### config.mk
export PLATFORM = sky130hd
export DESIGN_NAME = smps_ram
export DESIGN_NICKNAME = d
export VERILOG_FILES = /design/src/sv/smps_ram.sv
export SDC_FILE = /design/constraint.sdc
export NUM_CORES = 1
export LEC_CHECK = 0
export BUFFER_PORTS_ARGS = -buffer_cell sky130_fd_sc_hd__buf_2
export CAP_MARGIN = 0
export CORE_MARGIN = 10
export CORE_UTILIZATION = 45
export CTS_BUF_LIST = sky130_fd_sc_hd__clkbuf_8
export DETAILED_ROUTE_END_ITERATION = 12
export PLACE_DENSITY_LB_ADDON = 0.08
export SKIP_CTS_REPAIR_TIMING = 1
export SLEW_MARGIN = 20
export SYNTH_ARGS = -nofsm -noshare
export SYNTH_HDL_FRONTEND = slang
export SYNTH_SLANG_ARGS = --single-unit
### constraint.sdc
create_clock -name clk_i -period 1.75 [get_ports clk_i]
set_input_delay 0.35 -clock clk_i [delete_from_list [all_inputs] [get_ports clk_i]]
set_output_delay 0.35 -clock clk_i [all_outputs]
set_load 0.005 [all_outputs]
### src/sv/smps_ram.sv
`timescale 1ns / 1ps
// Generic single-write, single-read RAM with registered read data.
// No dependencies.
module smps_ram #(
  parameter int WIDTH = 8,
  parameter int DEPTH = 4
) (
  input  logic                                  clk_i,
  input  logic                                  we_i,
  input  logic [(DEPTH > 1 ? $clog2(DEPTH) : 1)-1:0] waddr_i,
  input  logic [WIDTH-1:0]                      wdata_i,
  input  logic [(DEPTH > 1 ? $clog2(DEPTH) : 1)-1:0] raddr_i,
  output logic [WIDTH-1:0]                      rdata_o
);

  logic [WIDTH-1:0] mem [DEPTH];
  logic [WIDTH-1:0] rdata_q;

  always_ff @(posedge clk_i) begin
    if (we_i) begin
      mem[waddr_i] <= wdata_i;
    end
    rdata_q <= mem[raddr_i];
  end

  assign rdata_o = rdata_q;

endmodule

==> results of run 1 <==
[metrics by stage]
stage | hold slack (ns) | utilization
6_report | 0.2887 | 0.5633
4_1_cts | 0.2784 | 0.5633
3_3_place_gp | 0.5372 | 0.5290
5_1_grt | 0.2768 | 0.5633
3_5_place_dp | 0.5410 | 0.5290
2_1_floorplan | 0.4489 | -
[layout make-up]
type                            instances  share of cell area
Clock buffer                            7             0.06097
Multi-Input combinational cell         12              0.1338
Sequential cell                        40              0.7094
Tap cell                               31             0.02454
Timing Repair Buffer                   22             0.07126
[worst min path at each step]
stage	start	endpoint	slack [ns]	cells after the start
2_1_floorplan	wdata_i[0]	mem[0][0]$_DFFE_PP_	0.45	0
3_3_place_gp	mem[0][4]$_DFFE_PP_	rdata_o[4]$_DFF_P_	0.54	1
3_5_place_dp	mem[2][0]$_DFFE_PP_	rdata_o[0]$_DFF_P_	0.54	1
4_1_cts	wdata_i[2]	mem[2][2]$_DFFE_PP_	0.28	1
5_1_grt	wdata_i[3]	mem[0][3]$_DFFE_PP_	0.28	1
6_report	wdata_i[2]	mem[0][2]$_DFFE_PP_	0.29	1
[power groups by stage]
stage	Clock [mW]	Combinational [mW]	Sequential, mW
after floorplan	0	0.0491	1.12
after global placement	0	0.0993	1.12
after detailed placement	0	0.102	1.12
after CTS	0.643	0.102	1.10
after global routing	0.691	0.108	1.10
final	0.619	0.0986	1.10
[sequential cells by signal, summed over array words and instances, names as in the netlist]
signal,count
mem,32
rdata_o,8
[cell usage after synthesis]
library cell / instances / area, um2
and3_1: 1 / 6.260
and3b_1: 2 / 17.52
buf_6: 1 / 11.26
clkbuf_2: 1 / 5.000
dfxtp_1: 8 / 160.2
edfxtp_1: 32 / 960.9
mux4_2: 8 / 180.2
nor3b_1: 1 / 7.510
[per-layer routing]
layer  up-vias  routed length (um)
met1       282                 736
met4         0                  24
met3         4                 177
met5         -                   0
met2        29                1084
li1        275                   -
[cell families (layout without fill, tap and decap cells)]
group                  count (synthesis)  count (layout)  synth area share
flip-flops                            40              40            0.8312
multiplexers                           8               8            0.1336
AND/OR/NAND/NOR                        4               4           0.02320
buffers and inverters                  2              29           0.01206
==> impl_metrics.ini, run 1 <==
[worst_setup_path]
crit_required_ns = 1.40
critPathKind = flip-flop to output pin
path_delay_family = flip-flops
reg2reg_to = rdata_o[6]$_DFF_P_
slowest_delay_ns = 0.32
r2r_cells = 1
crit_chain = buf_2
cp.arrival_ns = 0.70
crit_path_start_kind = flip-flop
end_kind = output pin
critPathLaunch = rdata_o[6]$_DFF_P_
worst-path-stages = 1
critical_path_buf_inv_count = 1
crit_end = rdata_o[6]
crit_fanout = 1
worst_path_max_delay_cell = dfxtp_1
rrSetupSlack_ns = 0.80
r2r_start = mem[2][6]$_DFFE_PP_

[clock_network]
cts_tree = yes
clk_pin_slew_ns = 0.07
clk_path_buf_depth = 2
htreeDepth = 2
cts_buffers = 5
clock_latency_ns = 0.28
cts_root_buf = clkbuf_8
clock_sinks = 40

[place]
portBuffers = 21
gp_congestion = 0.6316
pre_cts_slack_ns = 0.4110
dp_hpwl_um = 1422
dpl_cell_area_um2 = 1484
dpl.cell_count = 105

[sta]
finalCritPeriodShare = 0.6003
final-setup-viol-count = 0
finalSetupTns_ns = 0
grt_setup_unrepaired = false
tightest_slew_ns = 0.4290
post-route-min-period_ns = 1.051
fin_skew_ns = 0.002773
hold_viol = 0
fmax_mhz = 951.8
relSlewSlack = 0.7140
setup_ws_ns = 0.6994
slew_viol_final = 0

[synth]
yosysUniqueCellTypes = 8
syn_inst = 54
ys_ff_latch = 40
yosys_warnings = 0
synth_area_um2 = 1349
syn_nets = 68
yosysSeqAreaShare = 0.8312
syn_avg_cell_area_um2 = 24.98

[floorplan]
die-width_um = 74.75
rows = 19
num_io_pins = 22
chipHeight_um = 74.75
start_util = 0.4808
design.core.area_um2 = 2805
dieArea_um2 = 5587

[pwr]
power_frac_comb = 0.054
p_sw_frac = 0.1800
intPower_mw = 1.487
p_seq_frac = 0.604
netSwitchingPower_uw = 326.4
p_leak_nw = 0.5716
finalPower_mw = 1.813
pwr-share-clk = 0.342
p_per_area_nw_per_um2 = 1147
peakVddDrop_mv = 0.6100

[global_route]
grt_use_met2 = 0.1335
grt_pass1_wl_um = 3056
grt-busiest-layer = met2
use_met1 = 0.07742
grt_max_degree = 12
grt_pass1_vias = 640
grt_util_met3 = 0.03679
grt-ovfl-total = 0
grtUsageTotal = 0.07916
antenna_found_initial = 0

[finish]
drive_gt1_frac = 0.4568
multi_input_area_um2 = 211.5
finalInstanceArea_um2 = 1580
nets = 95
final_cell_mix = edfxtp_1, buf_2, mux4_2, dfxtp_1, clkbuf_8
seqCellArea_um2 = 1121
diodes = 0
syn2layout_area_growth_pct = 17.16
fill_cells = 216
final_common_cell = edfxtp_1
layout.cells.non_filler = 112

[drt]
drc = 0
wirelength_um = 2022
antenna_left = 0
vias = 590
first_pass_iters = 4
drt_iter0_drc = 34
wl_per_cell_um = 18.05
viasPerCell = 5.268

[worst_hold_path]
min_path_type = primary input to flip-flop

[flow_run]
drv_cap = 0

[outcome]
status = finished, final reports clean
Note: power is estimated with default switching activity, not from simulation.
==> inputs of run 2 (changes only) <==
==> constraint.sdc (replaced) <==
create_clock -name clk_i -period 1 [get_ports clk_i]
set_input_delay 0.2 -clock clk_i [delete_from_list [all_inputs] [get_ports clk_i]]
set_output_delay 0.2 -clock clk_i [all_outputs]
set_load 0.005 [all_outputs]
==> run 2 against run 1 <==
Effect of this change:
- routed wire length grew 2.1%
- non-clock buffer count increased by 4
- critical endpoint is now rdata_o[3]$_DFF_P_
- cell count increased by 4.5%
- clock power up 100%
- largest power group unchanged
- first-iteration DRC count grew 59%
- power grew 86%
- global-route usage up 0.30 points
- largest cell class unchanged
- die area stayed put
- critical path type is now flip-flop to flip-flop
- worst hold slack worse by 0.16 ns
==> impl_metrics.ini, run 2 (synthesis results as in run 1) <==
[pwr]
power_frac_comb = 0.061
p_sw_frac = 0.1873
p_per_area_nw_per_um2 = 2013
p_leak_nw = 0.6171
pwr-share-clk = 0.372
peakVddDrop_mv = 1.033
intPower_mw = 2.743
netSwitchingPower_uw = 632.2
p_seq_frac = 0.567

[finish]
syn2layout_area_growth_pct = 24.30
nets = 99
finalInstanceArea_um2 = 1677
final_core_util = 0.5977
layout.cells.non_filler = 117
final_cell_mix = edfxtp_1, buf_2, mux4_2, dfxtp_1, clkbuf_8
diodes = 0
largest_register_ffs = 32
top_register = mem
final_common_cell = edfxtp_1
drive_gt1_frac = 0.4884

[worst_hold_path]
min_path_type = primary input to flip-flop

[clock_network]
htreeDepth = 2
cts_buffers = 5
clock_latency_ns = 0.29
clk_pin_slew_ns = 0.08
cts_tree = yes
cts_root_buf = clkbuf_8
clock_sinks = 40
clk_path_buf_depth = 2

[worst_setup_path]
path_delay_family = multiplexers
crit_path_start_kind = flip-flop
crit_fanout = 1
cp.arrival_ns = 1.11
worst_path_max_delay_cell = mux4_2
critPathKind = flip-flop to flip-flop
crit_chain = mux4_2
end_kind = flip-flop
crit_required_ns = 1.17
slowest_delay_ns = 0.46
critical_path_buf_inv_count = 0

[outcome]
status = finished, final reports clean

[sta]
fmax_mhz = 1056
finalCritPeriodShare = 0.9471
post-route-min-period_ns = 0.9471
slew_viol_final = 0
relSlewSlack = 0.8643
tightest_slew_ns = 0.2035
grt_setup_unrepaired = false
final-setup-viol-count = 0
finalSetupTns_ns = 0
hold_viol = 0
fin_skew_ns = 0.009944

[drt]
antenna_left = 0
wl_per_cell_um = 17.64
drt_iter0_drc = 54
first_pass_iters = 4
wirelength_um = 2064
viasPerCell = 5.248
vias = 614
drc = 0

[floorplan]
rows = 19
start_util = 0.4808
design.core.area_um2 = 2805
chipHeight_um = 74.75
dieArea_um2 = 5587
die-width_um = 74.75
num_io_pins = 22

[global_route]
grt_pass1_wl_um = 3222
grtUsageTotal = 0.08211
grt_max_degree = 13
antenna_found_initial = 0
grt_pass1_vias = 677
grt-ovfl-total = 0

[place]
dpl_cell_area_um2 = 1569
portBuffers = 21
dpl.cell_count = 109
gp_congestion = 0.6314
dp_hpwl_um = 1408

[flow_run]
drv_cap = 0
## run 2: changes by cell type in the layout (fill, tap and decap cells not counted)
| cell | before | now |
|---|---|---|
| buf_12 | 0 | 4 |
| clkbuf_8 | 7 | 5 |
| bufinv_16 | 0 | 1 |
| clkinv_2 | 0 | 1 |
| inv_1 | 0 | 1 |
| nor3b_1 | 1 | 0 |
| nor3b_2 | 0 | 1 |
## run 2: power by group through the flow
| stage | logic [mW] | registers [mW] | clock network (mW) |
|---|---|---|---|
| after floorplan | 0.0865 | 1.95 | 0 |
| after detailed placement | 0.212 | 1.95 | 0 |
| after global routing | 0.225 | 1.92 | 1.35 |
| after CTS | 0.212 | 1.92 | 1.28 |
| after global placement | 0.207 | 1.95 | 0 |
| final | 0.205 | 1.91 | 1.26 |
## run 2: area by class of cell
cell class	instances	area, um2
tap	31	38.79
clock buffer	5	68.82
clock inverter	3	38.79
fill	211	1129
multi-input combinational	12	216.5
sequential	40	1121
timing repair buffer	26	192.7
## run 2: final timing paths
check	from	to	slack [ns]	depth (start not counted)
worst max register to register	mem[3][3]$_DFFE_PP_	rdata_o[3]$_DFF_P_	0.05	1
worst min register to register	mem[0][1]$_DFFE_PP_	rdata_o[1]$_DFF_P_	0.54	1
worst max-delay path	mem[3][3]$_DFFE_PP_	rdata_o[3]$_DFF_P_	0.05	1
worst min-delay path	wdata_i[3]	mem[1][3]$_DFFE_PP_	0.13	1
## run 2: metrics by stage
step | total power, mW | setup WS (ns) | hold WS (ns)
after floorplan | 2.041 | 0.01333 | 0.2989
after detailed placement | 2.165 | -0.07819 | 0.4256
after CTS | 3.407 | 0.04127 | 0.1207
final | 3.375 | 0.05287 | 0.1284
after global placement | 2.158 | -0.06276 | 0.4143
after global routing | 3.501 | 0.0002004 | 0.1219
## run 2: metal layers
| metal | part of all wire | GRT usage |
|---|---|---|
| met5 | 0 | 0 |
| met4 | 0.0082 | 0.04412 |
| met3 | 0.068 | 0.04074 |
| met2 | 0.53 | 0.1345 |
| met1 | 0.39 | 0.08530 |
==> inputs of run 3 (changes only) <==
--- a/config.mk
+++ b/config.mk
@@ -12,6 +12,7 @@
 export CTS_BUF_LIST = sky130_fd_sc_hd__clkbuf_8
 export DETAILED_ROUTE_END_ITERATION = 12
 export PLACE_DENSITY_LB_ADDON = 0.08
+export REMOVE_ABC_BUFFERS = 1
 export SKIP_CTS_REPAIR_TIMING = 1
 export SLEW_MARGIN = 20
 export SYNTH_ARGS = -nofsm -noshare
==> run 3 against run 2 <==
Effect of this change:
- worst hold slack worse by 0.010 ns
- global-route usage is 0.12 points higher
- cell count stayed put
- combinational power hardly changed
- maximum frequency is 0.80% lower
- sequential cell count stayed put
- clock power is 19% lower
- via count is 0.49% higher
- clock-buffer cell count stayed put
- first-iteration DRC count is 33% lower
==> impl_metrics.ini, run 3 (synthesis results as in run 1) <==
[outcome]
status = finished, final reports clean

[sta]
relSlewSlack = 0.8635
finalSetupTns_ns = 0
post-route-min-period_ns = 0.9548
fmax_mhz = 1047
final-setup-viol-count = 0
slew_viol_final = 0
grt_setup_unrepaired = false
fin_skew_ns = 0.003358
hold_viol = 0
tightest_slew_ns = 0.2048
finalCritPeriodShare = 0.9548
hold_ws_ns = 0.1182

[worst_setup_path]
crit_fanout = 1
rrSetupSlack_ns = 0.05
crit_required_ns = 1.17
critPathKind = flip-flop to flip-flop
worst_path_max_delay_cell = mux4_2
crit_path_start_kind = flip-flop
path_delay_family = multiplexers
critical_path_buf_inv_count = 0
worst-path-stages = 1
r2r_cells = 1
reg2reg_to = rdata_o[0]$_DFF_P_
r2r_start = mem[3][0]$_DFFE_PP_
slowest_delay_ns = 0.47
crit_end = rdata_o[0]$_DFF_P_
cp.arrival_ns = 1.13
crit_chain = mux4_2
critPathLaunch = mem[3][0]$_DFFE_PP_
end_kind = flip-flop

[clock_network]
cts_buffers = 5
clock_sinks = 40
htreeDepth = 2
clock_latency_ns = 0.29
clk_path_buf_depth = 2
cts_tree = yes
cts_root_buf = clkbuf_8
clk_pin_slew_ns = 0.07

[global_route]
grt_max_degree = 13
antenna_found_initial = 0
grt-ovfl-total = 0
grt_pass1_wl_um = 3146
grtUsageTotal = 0.08329
grt_pass1_vias = 638

[finish]
finalInstanceArea_um2 = 1648
nets = 99
drive_gt1_frac = 0.4651
top_register = mem
final_cell_mix = edfxtp_1, buf_2, mux4_2, dfxtp_1, clkbuf_8
syn2layout_area_growth_pct = 22.17
final_common_cell = edfxtp_1
largest_register_ffs = 32
layout.cells.non_filler = 117
diodes = 0

[drt]
wl_per_cell_um = 17.51
first_pass_iters = 4
viasPerCell = 5.274
wirelength_um = 2049
drt_iter0_drc = 36
antenna_left = 0
vias = 617
drc = 0

[place]
portBuffers = 21
gp_congestion = 0.6625
dpl.cell_count = 109
dpl_cell_area_um2 = 1564

[flow_run]
drv_cap = 0

[pwr]
p_leak_nw = 0.5990
peakVddDrop_mv = 1.150
p_per_area_nw_per_um2 = 1902
finalPower_mw = 3.135

[floorplan]
design.core.area_um2 = 2805
start_util = 0.4808
chipHeight_um = 74.75
die-width_um = 74.75
num_io_pins = 22
dieArea_um2 = 5587
rows = 19

[worst_hold_path]
min_path_type = primary input to flip-flop
run 3: cell types whose count changed in the layout (fill, tap and decap cells not counted):
cell and change:
nor3b_2 -1, clkinv_1 +1, clkinvlp_4 +1, bufinv_16 -1, nor3b_1 +1, clkinv_2 -1
run 3: metrics by stage:
stage / utilization / setup WS, ns
5_1_grt: 0.5874 / 0.02153
2_1_floorplan: - / -0.2641
6_report: 0.5874 / 0.04524
4_1_cts: 0.5874 / 0.03598
3_3_place_gp: 0.5575 / -0.06191
3_5_place_dp: 0.5575 / -0.08331
run 3: area by class of cell:
class	instances	area, um2
Tap cell	31	38.79
Fill cell	219	1157
Sequential cell	40	1121
Clock buffer	5	68.82
Clock inverter	3	15.01
Multi-Input combinational cell	12	211.5
Timing Repair Buffer	26	192.7
run 3: power breakdown:
| part | internal, mW | leakage (nW) | switching (mW) | total (mW) |
|---|---|---|---|---|
| logic | 0.117 | 0.195 | 0.0855 | 0.203 |
| registers | 1.90 | 0.361 | 0.0193 | 1.91 |
| clock network | 0.473 | 0.0430 | 0.544 | 1.02 |
run 3: worst min path at each step:
stage | to | depth (start not counted) | startpoint | slack (ns)
after floorplan | mem[0][0]$_DFFE_PP_ | 0 | wdata_i[0] | 0.30
after global placement | mem[1][7]$_DFFE_PP_ | 1 | wdata_i[7] | 0.42
after detailed placement | mem[3][4]$_DFFE_PP_ | 1 | wdata_i[4] | 0.42
after CTS | mem[1][6]$_DFFE_PP_ | 1 | wdata_i[6] | 0.11
after global routing | mem[1][6]$_DFFE_PP_ | 1 | wdata_i[6] | 0.12
final | mem[1][6]$_DFFE_PP_ | 1 | wdata_i[6] | 0.12
run 3: per-layer routing:
layer	GRT usage	up-vias	routed length [um]
met2	0.1306	20	1084
li1	-	285	-
met5	0	-	0
met3	0.03811	7	161
met4	0.06933	0	51
met1	0.08388	305	753
