[src/sv/smps_div.sv]
`timescale 1ns / 1ps
// Restoring unsigned divider, one quotient bit per cycle.
// No dependencies; divisor must be nonzero and held while busy.
module smps_div #(
  parameter int WIDTH = 11,
  parameter int DIVW  = 9
) (
  input  logic             clk_i,
  input  logic             rst_ni,
  input  logic             start_i,
  input  logic [WIDTH-1:0] dividend_i,
  input  logic [DIVW-1:0]  divisor_i,
  output logic             done_o,
  output logic [WIDTH-1:0] quot_o,
  output logic [DIVW-1:0]  rem_o
);

  localparam int CW = $clog2(WIDTH + 1);

  logic [CW-1:0]    cnt_q;
  logic             busy_q;
  logic             done_q;
  logic [WIDTH-1:0] quo_q;
  logic [DIVW-1:0]  rem_q;
  logic [DIVW:0]    trial;
  logic [DIVW:0]    diff;
  logic             ge;

  assign trial = {rem_q, quo_q[WIDTH-1]};
  assign ge    = trial >= {1'b0, divisor_i};
  assign diff  = trial - {1'b0, divisor_i};

  always_ff @(posedge clk_i or negedge rst_ni) begin
    if (!rst_ni) begin
      busy_q <= 1'b0;
      done_q <= 1'b0;
      cnt_q  <= '0;
    end else begin
      done_q <= 1'b0;
      if (start_i) begin
        busy_q <= 1'b1;
        cnt_q  <= CW'(WIDTH);
      end else if (busy_q) begin
        cnt_q <= cnt_q - 1'b1;
        if (cnt_q == CW'(1)) begin
          busy_q <= 1'b0;
          done_q <= 1'b1;
        end
      end
    end
  end

  always_ff @(posedge clk_i) begin
    if (start_i) begin
      quo_q <= dividend_i;
      rem_q <= '0;
    end else if (busy_q) begin
      quo_q <= {quo_q[WIDTH-2:0], ge};
      rem_q <= ge ? diff[DIVW-1:0] : trial[DIVW-1:0];
    end
  end

  assign done_o = done_q;
  assign quot_o = quo_q;
  assign rem_o  = rem_q;

endmodule

[config.mk]
export PLATFORM = sky130hd
export DESIGN_NAME = smps_div
export DESIGN_NICKNAME = d
export VERILOG_FILES = /design/src/sv/smps_div.sv
export SDC_FILE = /design/constraint.sdc
export NUM_CORES = 1
export LEC_CHECK = 0
export ABC_AREA = 1
export ABC_CLOCK_PERIOD_IN_PS = 2900
export BUFFER_PORTS_ARGS = -buffer_cell sky130_fd_sc_hd__buf_2
export CAP_MARGIN = 20
export CORE_MARGIN = 5
export CORE_UTILIZATION = 37
export DETAILED_ROUTE_END_ITERATION = 16
export GPL_ROUTABILITY_DRIVEN = 0
export GPL_TIMING_DRIVEN = 0
export SKIP_CTS_REPAIR_TIMING = 1
export SYNTH_ARGS = -nofsm -noshare
export SYNTH_HDL_FRONTEND = slang
export SYNTH_SLANG_ARGS = --single-unit
[constraint.sdc]
create_clock -name clk_i -period 2.9 [get_ports clk_i]
set_clock_uncertainty 0.05 [all_clocks]
set_input_delay 0.145 -clock clk_i [delete_from_list [all_inputs] [get_ports clk_i]]
set_output_delay 0.145 -clock clk_i [all_outputs]
set_load 0.01 [all_outputs]
==> load_flow_metrics.sql, run 1 <==
INSERT INTO impl_metrics (metric_group, metric, value, unit) VALUES
('cells_and_area', 'syn_to_final_growth', '19.2', '%'),
('drt', 'via_count', '1558', ''),
('timing', 'layout_min_cycle_time', '1970', 'ps'),
('worst_setup_path', 'critical_path_peak_fanout', '10', ''),
('clock_network', 'clkSlewWorstSetupHoldPaths', '90', 'ps'),
('timing', 'fmax', '507', 'MHz'),
('synth', 'synthesis.area_per_instance', '7.01', 'um^2'),
('hold_path', 'min-delay-path-class', 'input pin to flop', ''),
('drt', 'totalWireLength', '3870', 'um'),
('timing', 'setup_repair_after_global_routing_missed_its_margin', 'false', ''),
('floorplanning', 'rows', '24', ''),
('cells_and_area', 'layout_net_count', '328', ''),
('timing', 'sum_of_negative_setup_slack', '0', 'ps'),
('status', 'run_status', 'finished clean', ''),
('synth', 'synth_flop_cell', 'sky130_fd_sc_hd__edfxtp_1', ''),
('synth', 'post_synthesis_async_set_or_reset_flop_share', '23.1', '%'),
('timing', 'worstMarginPinSlew', '440', 'ps'),
('placed_design', 'preCtsSetupSlack', '900', 'ps'),
('timing', 'final-hold-violation-count', '0', ''),
('clock_network', 'cts_root_buf', 'sky130_fd_sc_hd__clkbuf_8', ''),
('worst_setup_path', 'cp-start-kind', 'flop', ''),
('floorplanning', 'core_area', '4410', 'um^2'),
('clock_network', 'clockBufferDepth', '2', ''),
('drt', 'detail_route.iter0.violations', '64', ''),
('synth', 'count_of_synthesis_stage_warnings_from_yosys', '0', ''),
('drt', 'dr.pass1.iters', '4', ''),
('power_and_ir_drop', 'p_leak', '1.18', 'nW'),
('synth', 'yosys_reg_bits', '26', ''),
('cells_and_area', 'finalNonFillerCells', '344', ''),
('timing', 'relSlewSlack', '70.6', '%'),
('timing', 'finalMaxSlewViolations', '0', ''),
('clock_network', 'clk_latency', '270', 'ps'),
('drt', 'antenna_violating_nets_post_route', '0', ''),
('floorplanning', 'dieWidth', '78.1', 'um'),
('floorplanning', 'num_io_pins', '44', ''),
('synth', 'ys_seq_area_share', '38.5', '%'),
('grt', 'grtUsageTotal', '13.3', '%'),
('cells_and_area', 'drive_gt1_share', '19.9', '%'),
('clock_network', 'cts_num_sinks', '26', ''),
('placed_design', 'port_buffers', '42', ''),
('timing', 'final_worst_slack', '928', 'ps'),
('grt', 'first_global_vias', '1498', ''),
('floorplanning', 'initial_utilization', '38.9', '%'),
('flow_run', 'max_cap_violations', '0', ''),
('clock_network', 'tritoncts', 'built', ''),
('timing', 'period_share', '68.0', '%'),
('synth', 'netlist-cell-type-count', '24', ''),
('worst_setup_path', 'crit_required', '2880', 'ps'),
('cells_and_area', 'layout.cells.most_common_list', 'sky130_fd_sc_hd__nand2_1, sky130_fd_sc_hd__buf_2, sky130_fd_sc_hd__inv_1', ''),
('drt', 'routed_wire_length_per_instance', '11.2', 'um'),
('drt', 'drc', '0', ''),
('grt', 'grt.overflow.total', '0', ''),
('clock_network', 'inserted_clock_buffers', '3', ''),
('grt', 'grt_start_max_net_pins', '15', ''),
('floorplanning', 'die_height', '78.1', 'um'),
('synth', 'synthesis.area', '1720', 'um^2'),
('floorplanning', 'dieArea', '6100', 'um^2'),
('worst_setup_path', 'worst-endpoint-arrival', '1950', 'ps'),
('clock_network', 'htree_levels', '1', ''),
('cells_and_area', 'n_antenna_cell', '0', ''),
('placed_design', 'dpl.cell_count', '339', ''),
('grt', 'grt_pass1_wl', '6760', 'um'),
('power_and_ir_drop', 'vdd.ir_drop.worst', '469', 'uV'),
('synth', 'synth_nets', '280', ''),
('timing', 'setup_viol', '0', ''),
('cells_and_area', 'layout.cells.most_common', 'sky130_fd_sc_hd__nand2_1', ''),
('synth', 'synth-edff-count', '11', ''),
('cells_and_area', 'final_core_utilization', '46.4', '%'),
('drt', 'vias_per_cell', '4.53', ''),
('placed_design', 'hpwlAfterDp', '3110', 'um'),
('grt', 'initial_antenna_violation_count', '0', ''),
('synth', 'number_of_standard_cells_after_synthesis', '245', ''),
('worst_setup_path', 'worst_setup_path_end_kind', 'flop', ''),
('worst_setup_path', 'criticalPathCategory', 'flop to flop', ''),
('power_and_ir_drop', 'power.density_cell_area', '814', 'nW/um^2');
==> synthesized netlist by cell type, types with 2 or more instances <==
master / n / area, um^2
sky130_fd_sc_hd__a21oi_1: 6 / 30.0
sky130_fd_sc_hd__buf_4: 2 / 15.0
sky130_fd_sc_hd__buf_6: 2 / 22.5
sky130_fd_sc_hd__clkbuf_1: 2 / 7.51
sky130_fd_sc_hd__dfrtp_1: 6 / 150
sky130_fd_sc_hd__dfxtp_1: 9 / 180
sky130_fd_sc_hd__edfxtp_1: 11 / 330
sky130_fd_sc_hd__ha_1: 11 / 138
sky130_fd_sc_hd__inv_1: 40 / 150
sky130_fd_sc_hd__nand2_1: 97 / 364
sky130_fd_sc_hd__nand2_2: 4 / 25.0
sky130_fd_sc_hd__nand3_1: 25 / 125
sky130_fd_sc_hd__nand4_1: 2 / 12.5
sky130_fd_sc_hd__nor2_1: 13 / 48.8
sky130_fd_sc_hd__nor2_2: 2 / 12.5
sky130_fd_sc_hd__o21ai_0: 3 / 15.0
sky130_fd_sc_hd__xnor2_1: 3 / 26.3
==> report_power, final <==
group | switching [W] | internal (W) | total, W
Combinational | 0.000522 | 0.000379 | 0.000902
Clock | 0.000115 | 0.0000984 | 0.000213
Sequential | 0.0000810 | 0.000470 | 0.000551
==> critical path, stage by stage, from the launching register on <==
cell,delay (ps)
sky130_fd_sc_hd__edfxtp_1,400
sky130_fd_sc_hd__inv_1,90
sky130_fd_sc_hd__ha_1,140
sky130_fd_sc_hd__inv_1,70
sky130_fd_sc_hd__fa_1,430
sky130_fd_sc_hd__nand4_1,150
sky130_fd_sc_hd__nand2_1,100
sky130_fd_sc_hd__nand2_2,90
sky130_fd_sc_hd__buf_6,140
sky130_fd_sc_hd__a31oi_1,80
==> through the flow <==
stage	power [W]	cell area, um^2	hold slack, ps
6_report	0.00167	2050	83.4
3_3_place_gp	0.00145	1990	-73.7
5_1_grt	0.00186	2050	76.8
4_1_cts	0.00169	2040	-372
3_5_place_dp	0.00147	1990	-75.7
2_1_floorplan	0.00123	1720	-201
==> cells by family (layout without fill, tap and decap cells) <==
family / after synthesis / in the layout / synth area share, %
buf+inv: 47 / 94 / 11.7
fa+ha+maj: 12 / 12 / 9.18
simple gates: 146 / 146 / 35.7
xor+xnor: 3 / 3 / 1.53
compound gates: 11 / 11 / 3.43
flops: 26 / 26 / 38.5
==> area by class of cell <==
cell class	count	area, um^2
clock buffer	4	45.0
inverter	40	150
buffer	7	50.0
sequential	26	661
fill	477	2370
tap	52	65.1
multi-input combinational	172	856
timing repair buffer	43	220
==> registers in the layout, summed over array words and instances (netlist names) <==
signal and flops:
quot_o 11, done_o 1, busy_q 1, cnt_q 4, rem_o 9
==> per-layer routing <==
layer	track usage [%]	routed length [um]	vias to the layer above	part of all wire [%]
met3	3.32	170	2	4.4
li1	-	-	857	-
met4	1.52	12	0	0.31
met2	22.0	1740	30	45
met1	18.1	1940	669	50
met5	0	0	-	0
==> final timing paths <==
kind / slack (ps) / cells after the start / end / from
max reg2reg: 930 / 9 / quot_o[0]$_DFFE_PP_ / quot_o[10]$_DFFE_PP_
min in group asynchronous: 170 / 2 / cnt_q[0]$_DFFE_PN0P_ / rst_ni
max: 930 / 9 / quot_o[0]$_DFFE_PP_ / quot_o[10]$_DFFE_PP_
min reg2reg: 440 / 1 / cnt_q[3]$_DFFE_PN0P_ / cnt_q[3]$_DFFE_PN0P_
min: 80 / 3 / quot_o[9]$_DFFE_PP_ / dividend_i[9]
max in group asynchronous: 2500 / 2 / done_o$_DFF_PN0_ / rst_ni
No activity file was read; power rests on OpenSTA's default activity.
==> inputs of run 2 (changes only) <==
ABC_CLOCK_PERIOD_IN_PS = 1750   (was 2900)
clock period = 1.75 ns   (was 2.9 ns; I/O delays follow)
==> run 2 against run 1 <==
Global-route usage shrank 0.29 points. Sequential share of layout area down 1.1 points. Critical path depth unchanged. The flow now finishes with violations (setup timing). Die area is the same.
==> load_flow_metrics.sql, run 2 (same netlist as run 1, synthesis figures left out) <==
INSERT INTO impl_metrics (metric_group, metric, value, unit) VALUES
('cells_and_area', 'seqCellArea', '661', 'um^2'),
('drt', 'dr.pass1.iters', '4', ''),
('hold_path', 'min-delay-path-class', 'input pin to flop', ''),
('grt', 'first_global_vias', '1476', ''),
('power_and_ir_drop', 'p_leak', '1.21', 'nW'),
('cells_and_area', 'layout.cells.most_common_list', 'sky130_fd_sc_hd__nand2_1, sky130_fd_sc_hd__buf_2, sky130_fd_sc_hd__inv_1', ''),
('worst_setup_path', 'crit_start', 'quot_o[10]$_DFFE_PP_', ''),
('drt', 'detail_route.iter0.violations', '54', ''),
('worst_setup_path', 'critical_path.reg2reg.endpoint', 'quot_o[0]$_DFFE_PP_', ''),
('clock_network', 'cts_root_buf', 'sky130_fd_sc_hd__clkbuf_8', ''),
('timing', 'relSlewSlack', '70.0', '%'),
('worst_setup_path', 'worst_setup_path_end_kind', 'flop', ''),
('timing', 'sum_of_negative_setup_slack', '-1260', 'ps'),
('grt', 'initial_antenna_violation_count', '0', ''),
('grt', 'grtUsageTotal', '13.0', '%'),
('grt', 'grt_start_max_net_pins', '15', ''),
('placed_design', 'dpl.cell_count', '339', ''),
('power_and_ir_drop', 'cell_internal_pwr', '0.00161', 'W'),
('floorplanning', 'core_area', '4410', 'um^2'),
('worst_setup_path', 'critical_path.endpoint', 'quot_o[0]$_DFFE_PP_', ''),
('clock_network', 'clkSlewWorstSetupHoldPaths', '90', 'ps'),
('clock_network', 'tritoncts', 'built', ''),
('timing', 'period_share', '108', '%'),
('cells_and_area', 'layout_net_count', '331', ''),
('timing', 'layout_min_cycle_time', '1890', 'ps'),
('floorplanning', 'initial_utilization', '38.9', '%'),
('placed_design', 'hpwlAfterDp', '3180', 'um'),
('power_and_ir_drop', 'net-switching-power', '0.00124', 'W'),
('drt', 'totalWireLength', '4040', 'um'),
('floorplanning', 'dieWidth', '78.1', 'um'),
('worst_setup_path', 'crit_required', '1720', 'ps'),
('timing', 'worstMarginPinSlew', '450', 'ps'),
('cells_and_area', 'finalNonFillerCells', '347', ''),
('drt', 'drc', '0', ''),
('clock_network', 'inserted_clock_buffers', '3', ''),
('worst_setup_path', 'criticalPathCategory', 'flop to flop', ''),
('worst_setup_path', 'worst_r2r_path_cells', '9', ''),
('clock_network', 'cts_num_sinks', '26', ''),
('clock_network', 'clk_latency', '270', 'ps'),
('worst_setup_path', 'critical_path.max_stage_delay', '430', 'ps'),
('placed_design', 'port_buffers', '42', ''),
('cells_and_area', 'largest_register_ffs', '11', ''),
('status', 'violated_checks', 'setup timing', ''),
('power_and_ir_drop', 'vdd.ir_drop.worst', '889', 'uV'),
('cells_and_area', 'layout.cells.most_common', 'sky130_fd_sc_hd__nand2_1', ''),
('timing', 'final-hold-violation-count', '0', ''),
('drt', 'routed_wire_length_per_instance', '11.7', 'um'),
('cells_and_area', 'nFillCells', '474', ''),
('grt', 'grt.overflow.total', '0', ''),
('timing', 'final_worst_slack', '-142', 'ps'),
('floorplanning', 'die_height', '78.1', 'um'),
('timing', 'finalMaxSlewViolations', '0', ''),
('cells_and_area', 'final_core_utilization', '48.0', '%'),
('worst_setup_path', 'rr_startpoint', 'quot_o[10]$_DFFE_PP_', ''),
('clock_network', 'clockBufferDepth', '2', ''),
('cells_and_area', 'drive_gt1_share', '24.1', '%'),
('cells_and_area', 'n_antenna_cell', '0', ''),
('timing', 'fmax', '528', 'MHz'),
('power_and_ir_drop', 'power.density_cell_area', '1340', 'nW/um^2'),
('worst_setup_path', 'regToRegSetupSlack', '-140', 'ps'),
('grt', 'grt_pass1_wl', '6720', 'um'),
('flow_run', 'max_cap_violations', '0', ''),
('floorplanning', 'dieArea', '6100', 'um^2'),
('cells_and_area', 'combined_area_of_the_multi_input_logic_cells', '903', 'um^2'),
('worst_setup_path', 'master_of_the_slowest_instance_on_the_critical_path', 'sky130_fd_sc_hd__edfxtp_1', ''),
('drt', 'antenna_violating_nets_post_route', '0', ''),
('timing', 'setup_viol', '10', ''),
('floorplanning', 'num_io_pins', '44', ''),
('worst_setup_path', 'worst-endpoint-arrival', '1860', 'ps'),
('status', 'run_status', 'finished with violations', ''),
('worst_setup_path', 'cp-start-kind', 'flop', ''),
('power_and_ir_drop', 'power.combinational.fraction', '55.7', '%'),
('clock_network', 'htree_levels', '1', ''),
('power_and_ir_drop', 'power.switching_fraction', '43.4', '%'),
('floorplanning', 'rows', '24', ''),
('timing', 'setup_repair_after_global_routing_missed_its_margin', 'true', ''),
('power_and_ir_drop', 'sequential_cell_fraction_of_total_power', '32.2', '%'),
('cells_and_area', 'syn_to_final_growth', '23.5', '%'),
('power_and_ir_drop', 'clock_power_share', '12.2', '%'),
('drt', 'via_count', '1569', ''),
('worst_setup_path', 'critical_path_peak_fanout', '5', ''),
('drt', 'vias_per_cell', '4.52', ''),
('worst_setup_path', 'cp_cell_sequence', 'inv_2 > ha_4 > inv_4 > fa_2 > nand4_1 > nand2_1 > nand2_2 > buf_6 > a31oi_1', '');
run 2: cell count changes in the layout (fill, tap and decap cells not counted), sizes merged:
cell | before | now
buf | 47 | 50
run 2: power by group through the flow:
| stage | Combinational, W | Clock (W) | Sequential [W] |
|---|---|---|---|
| 6_report | 0.00158 | 0.000347 | 0.000916 |
| 5_1_grt | 0.00183 | 0.000386 | 0.000941 |
| 4_1_cts | 0.00153 | 0.000362 | 0.000921 |
| 3_5_place_dp | 0.00152 | 0 | 0.000935 |
| 3_3_place_gp | 0.00149 | 0 | 0.000930 |
| 2_1_floorplan | 0.00109 | 0 | 0.000960 |
run 2: cell type report:
cell class / count / share of cell area, %
Buffer: 7 / 2.36
Clock buffer: 4 / 2.13
Inverter: 40 / 7.20
Multi-Input combinational cell: 172 / 42.6
Sequential cell: 26 / 31.2
Tap cell: 52 / 3.07
Timing Repair Buffer: 46 / 11.5
run 2: worst min-delay path by stage:
stage	start	endpoint	slack [ps]	depth (start not counted)
finish	start_i	done_o$_DFF_PN0_	30	2
global route	dividend_i[1]	quot_o[1]$_DFFE_PP_	30	3
CTS	rst_ni	cnt_q[0]$_DFFE_PN0P_	-430	1
detailed placement	rst_ni	cnt_q[0]$_DFFE_PN0P_	-130	1
global placement	rst_ni	cnt_q[0]$_DFFE_PN0P_	-130	1
floorplan	rst_ni	busy_q$_DFF_PN0_	-260	0
run 2: through the flow:
stage | setup WS, ps | hold WS, ps | total power [W] | area, um^2
after global routing | -257 | 28.3 | 0.00315 | 2120
final | -142 | 30.4 | 0.00285 | 2120
after floorplan | -58.1 | -258 | 0.00205 | 1740
after CTS | -154 | -431 | 0.00281 | 2060
after global placement | -129 | -132 | 0.00242 | 2010
after detailed placement | -139 | -130 | 0.00245 | 2010
run 2: critical path, delay by kind of cell (launching register included):
family,cells,cell delay (ps)
and+or+nand+nor,3,330
buffers and inverters,3,270
DFF,1,430
adders and majority gates,2,490
AOI/OAI and AO/OA,1,70
run 2: metal layers:
layer	track usage, %	routed length (um)	share of wire (%)	vias up
met5	0	0	0	-
met4	2.36	32	0.79	0
met3	3.66	170	4.2	4
met2	21.1	1810	45	25
met1	17.4	2030	50	683
li1	-	-	-	857
==> inputs of run 3 (changes only) <==
RECOVER_POWER = 25   (was not set)
SKIP_CTS_REPAIR_TIMING = not set   (was 1)
==> run 3 against run 2 <==
The run still ends with setup timing left. Sequential power rose by 1%. Cell count increased by 1.2%. Sequential share of layout area decreased by 0.85 points. Register-to-register slack about the same. Hold slack improved by 1.9 ps. Critical path type unchanged. Largest cell class unchanged. Highest routed layer unchanged.
==> load_flow_metrics.sql, run 3 (same netlist as run 1, synthesis figures left out) <==
INSERT INTO impl_metrics (metric_group, metric, value, unit) VALUES
('cells_and_area', 'finalInstanceArea', '2190', 'um^2'),
('drt', 'dr.pass1.iters', '4', ''),
('hold_path', 'hold_depth', '3', ''),
('timing', 'layout_min_cycle_time', '1880', 'ps'),
('drt', 'routed_wire_length_per_instance', '11.9', 'um'),
('worst_setup_path', 'cp_cell_sequence', 'inv_2 > ha_4 > inv_4 > fa_2 > nand4_1 > nand2_2 > nand2_4 > buf_6 > a31oi_1', ''),
('worst_setup_path', 'crit_required', '1720', 'ps'),
('placed_design', 'detailed_place.area', '2010', 'um^2'),
('power_and_ir_drop', 'vdd.ir_drop.worst', '864', 'uV'),
('grt', 'most_congested_layer_reported_by_global_routing', 'met2', ''),
('power_and_ir_drop', 'power.switching_fraction', '43.6', '%'),
('drt', 'detail_route.iter0.violations', '76', ''),
('grt', 'grt.overflow.total', '0', ''),
('grt', 'grt_start_max_net_pins', '15', ''),
('placed_design', 'hpwlAfterDp', '3180', 'um'),
('worst_setup_path', 'criticalPathCategory', 'flop to flop', ''),
('floorplanning', 'rows', '24', ''),
('power_and_ir_drop', 'power.density_cell_area', '1360', 'nW/um^2'),
('cells_and_area', 'layout.cells.most_common', 'sky130_fd_sc_hd__nand2_1', ''),
('cells_and_area', 'layout.cells.most_common_list', 'sky130_fd_sc_hd__nand2_1, sky130_fd_sc_hd__buf_2, sky130_fd_sc_hd__inv_1', ''),
('power_and_ir_drop', 'power.combinational.fraction', '57.2', '%'),
('floorplanning', 'num_io_pins', '44', ''),
('power_and_ir_drop', 'cell_internal_pwr', '0.00168', 'W'),
('timing', 'worstMarginPinSlew', '457', 'ps'),
('floorplanning', 'core_area', '4410', 'um^2'),
('grt', 'first_global_vias', '1504', ''),
('clock_network', 'clkSlewWorstSetupHoldPaths', '90', 'ps'),
('worst_setup_path', 'critical_path.max_stage_delay', '420', 'ps'),
('cells_and_area', 'n_antenna_cell', '0', ''),
('drt', 'vias_per_cell', '4.55', ''),
('worst_setup_path', 'rr_startpoint', 'quot_o[10]$_DFFE_PP_', ''),
('worst_setup_path', 'critical_path.reg2reg.endpoint', 'quot_o[0]$_DFFE_PP_', ''),
('clock_network', 'tritoncts', 'built', ''),
('floorplanning', 'die_height', '78.1', 'um'),
('timing', 'finalMaxSlewViolations', '0', ''),
('flow_run', 'max_cap_violations', '0', ''),
('drt', 'antenna_violating_nets_post_route', '0', ''),
('timing', 'hold_ws', '32.4', 'ps'),
('grt', 'groute.layer.met3.usage', '3.66', '%'),
('worst_setup_path', 'master_of_the_slowest_instance_on_the_critical_path', 'sky130_fd_sc_hd__edfxtp_1', ''),
('grt', 'grtUsageTotal', '13.0', '%'),
('grt', 'met2_usage', '21.1', '%'),
('clock_network', 'cts_root_buf', 'sky130_fd_sc_hd__clkbuf_8', ''),
('worst_setup_path', 'regToRegSetupSlack', '-130', 'ps'),
('floorplanning', 'dieWidth', '78.1', 'um'),
('grt', 'grt_pass1_wl', '6710', 'um'),
('clock_network', 'clockBufferDepth', '2', ''),
('power_and_ir_drop', 'sequential_cell_fraction_of_total_power', '31.2', '%'),
('drt', 'totalWireLength', '4180', 'um'),
('cells_and_area', 'final_core_utilization', '49.5', '%'),
('clock_network', 'htree_levels', '1', ''),
('timing', 'period_share', '107', '%'),
('timing', 'final_worst_slack', '-128', 'ps'),
('cells_and_area', 'drive_gt1_share', '27.4', '%'),
('grt', 'met1_usage', '17.4', '%'),
('grt', 'initial_antenna_violation_count', '0', ''),
('worst_setup_path', 'worst-endpoint-arrival', '1850', 'ps'),
('status', 'run_status', 'finished with violations', ''),
('clock_network', 'cts_num_sinks', '26', ''),
('status', 'violated_checks', 'setup timing', ''),
('power_and_ir_drop', 'p_leak', '1.24', 'nW'),
('cells_and_area', 'layout_net_count', '335', ''),
('worst_setup_path', 'worst_setup_path_end_kind', 'flop', ''),
('timing', 'relSlewSlack', '69.5', '%'),
('timing', 'setup_repair_after_global_routing_missed_its_margin', 'true', ''),
('floorplanning', 'dieArea', '6100', 'um^2'),
('worst_setup_path', 'cp-start-kind', 'flop', ''),
('cells_and_area', 'largest_register_ffs', '11', ''),
('drt', 'drc', '0', ''),
('cells_and_area', 'syn_to_final_growth', '27.4', '%'),
('worst_setup_path', 'critical_path_peak_fanout', '5', ''),
('placed_design', 'port_buffers', '42', ''),
('drt', 'via_count', '1596', ''),
('hold_path', 'min-delay-path-class', 'input pin to flop', ''),
('timing', 'fmax', '532', 'MHz'),
('clock_network', 'clk_latency', '270', 'ps'),
('worst_setup_path', 'worst_r2r_path_cells', '9', ''),
('hold_path', 'worstHoldEndpoint', 'quot_o[7]$_DFFE_PP_', ''),
('power_and_ir_drop', 'net-switching-power', '0.00130', 'W'),
('timing', 'final-hold-violation-count', '0', ''),
('clock_network', 'inserted_clock_buffers', '3', ''),
('power_and_ir_drop', 'clock_power_share', '11.6', '%'),
('hold_path', 'hold_start', 'dividend_i[7]', ''),
('timing', 'setup_viol', '10', ''),
('floorplanning', 'initial_utilization', '38.9', '%');
==> run 3: changes by cell type in the layout (fill, tap and decap cells not counted), moves of 2 or more <==
| cell | delta |
|---|---|
| sky130_fd_sc_hd__buf_2 | -2 |
| sky130_fd_sc_hd__buf_4 | +2 |
| sky130_fd_sc_hd__clkbuf_1 | +2 |
| sky130_fd_sc_hd__dfxtp_1 | -2 |
| sky130_fd_sc_hd__dfxtp_2 | +2 |
| sky130_fd_sc_hd__ha_1 | -3 |
| sky130_fd_sc_hd__ha_2 | +2 |
| sky130_fd_sc_hd__nand2_1 | -2 |
| sky130_fd_sc_hd__nand2_2 | +2 |
==> run 3: worst max-delay path by stage <==
stage,from,end,slack [ps],cells past startpoint
after floorplan,quot_o[10]$_DFFE_PP_,quot_o[0]$_DFFE_PP_,-60,9
after global placement,quot_o[10]$_DFFE_PP_,quot_o[0]$_DFFE_PP_,-130,9
after detailed placement,quot_o[10]$_DFFE_PP_,quot_o[0]$_DFFE_PP_,-140,9
after CTS,quot_o[10]$_DFFE_PP_,quot_o[0]$_DFFE_PP_,-110,9
after global routing,quot_o[10]$_DFFE_PP_,rem_o[1]$_SDFFE_PP0P_,-260,11
final,quot_o[10]$_DFFE_PP_,quot_o[0]$_DFFE_PP_,-130,9
==> run 3: critical path: cells and delay by family (launching register included) <==
family | cells | cell delay, ps
buffers and inverters | 3 | 260
flip-flops | 1 | 420
AO/OA/AOI/OAI | 1 | 60
adder cells (fa/ha/maj) | 2 | 490
AND/OR/NAND/NOR | 3 | 340
==> run 3: final cells by class <==
cell class              instances  area (um^2)
flip-flops and latches         26          663
repair buffers                 49          267
multi-input cells             173          945
clock buffers                   4         45.0
plain buffers                   7         50.0
well taps                      52         65.1
fillers                       466         2230
inverters                      40          153
==> run 3: power by group through the flow <==
stage	combinational, W	clock (W)	sequential (W)
3_5_place_dp	0.00152	0	0.000935
2_1_floorplan	0.00109	0	0.000960
5_1_grt	0.00195	0.000383	0.000954
3_3_place_gp	0.00149	0	0.000930
4_1_cts	0.00154	0.000362	0.000921
6_report	0.00170	0.000346	0.000928
==> run 3: timing repair <==
item	4_1_cts	5_1_grt
gates cloned	0	2
buffers inserted	2	3
hold buffers	1	0
hold endpoints to repair	6	0
pin swaps	2	2
endpoints found under the setup margin	10	10
gates resized for setup	1	19
==> run 3: layer usage <==
layer	wire [um]	vias to the layer above
li1	-	865
met1	2020	702
met2	1930	25
met3	201	4
met4	32	0
met5	0	-
==> run 3: per-stage QoR <==
step / setup TNS, ps / setup WS [ps] / power, W / std cells
floorplan: -133 / -58.1 / 0.00205 / 245
finish: -1050 / -128 / 0.00298 / 351
global placement: -916 / -129 / 0.00242 / 339
CTS: -808 / -106 / 0.00283 / 346
detailed placement: -1110 / -139 / 0.00245 / 339
global route: -2300 / -261 / 0.00328 / 351
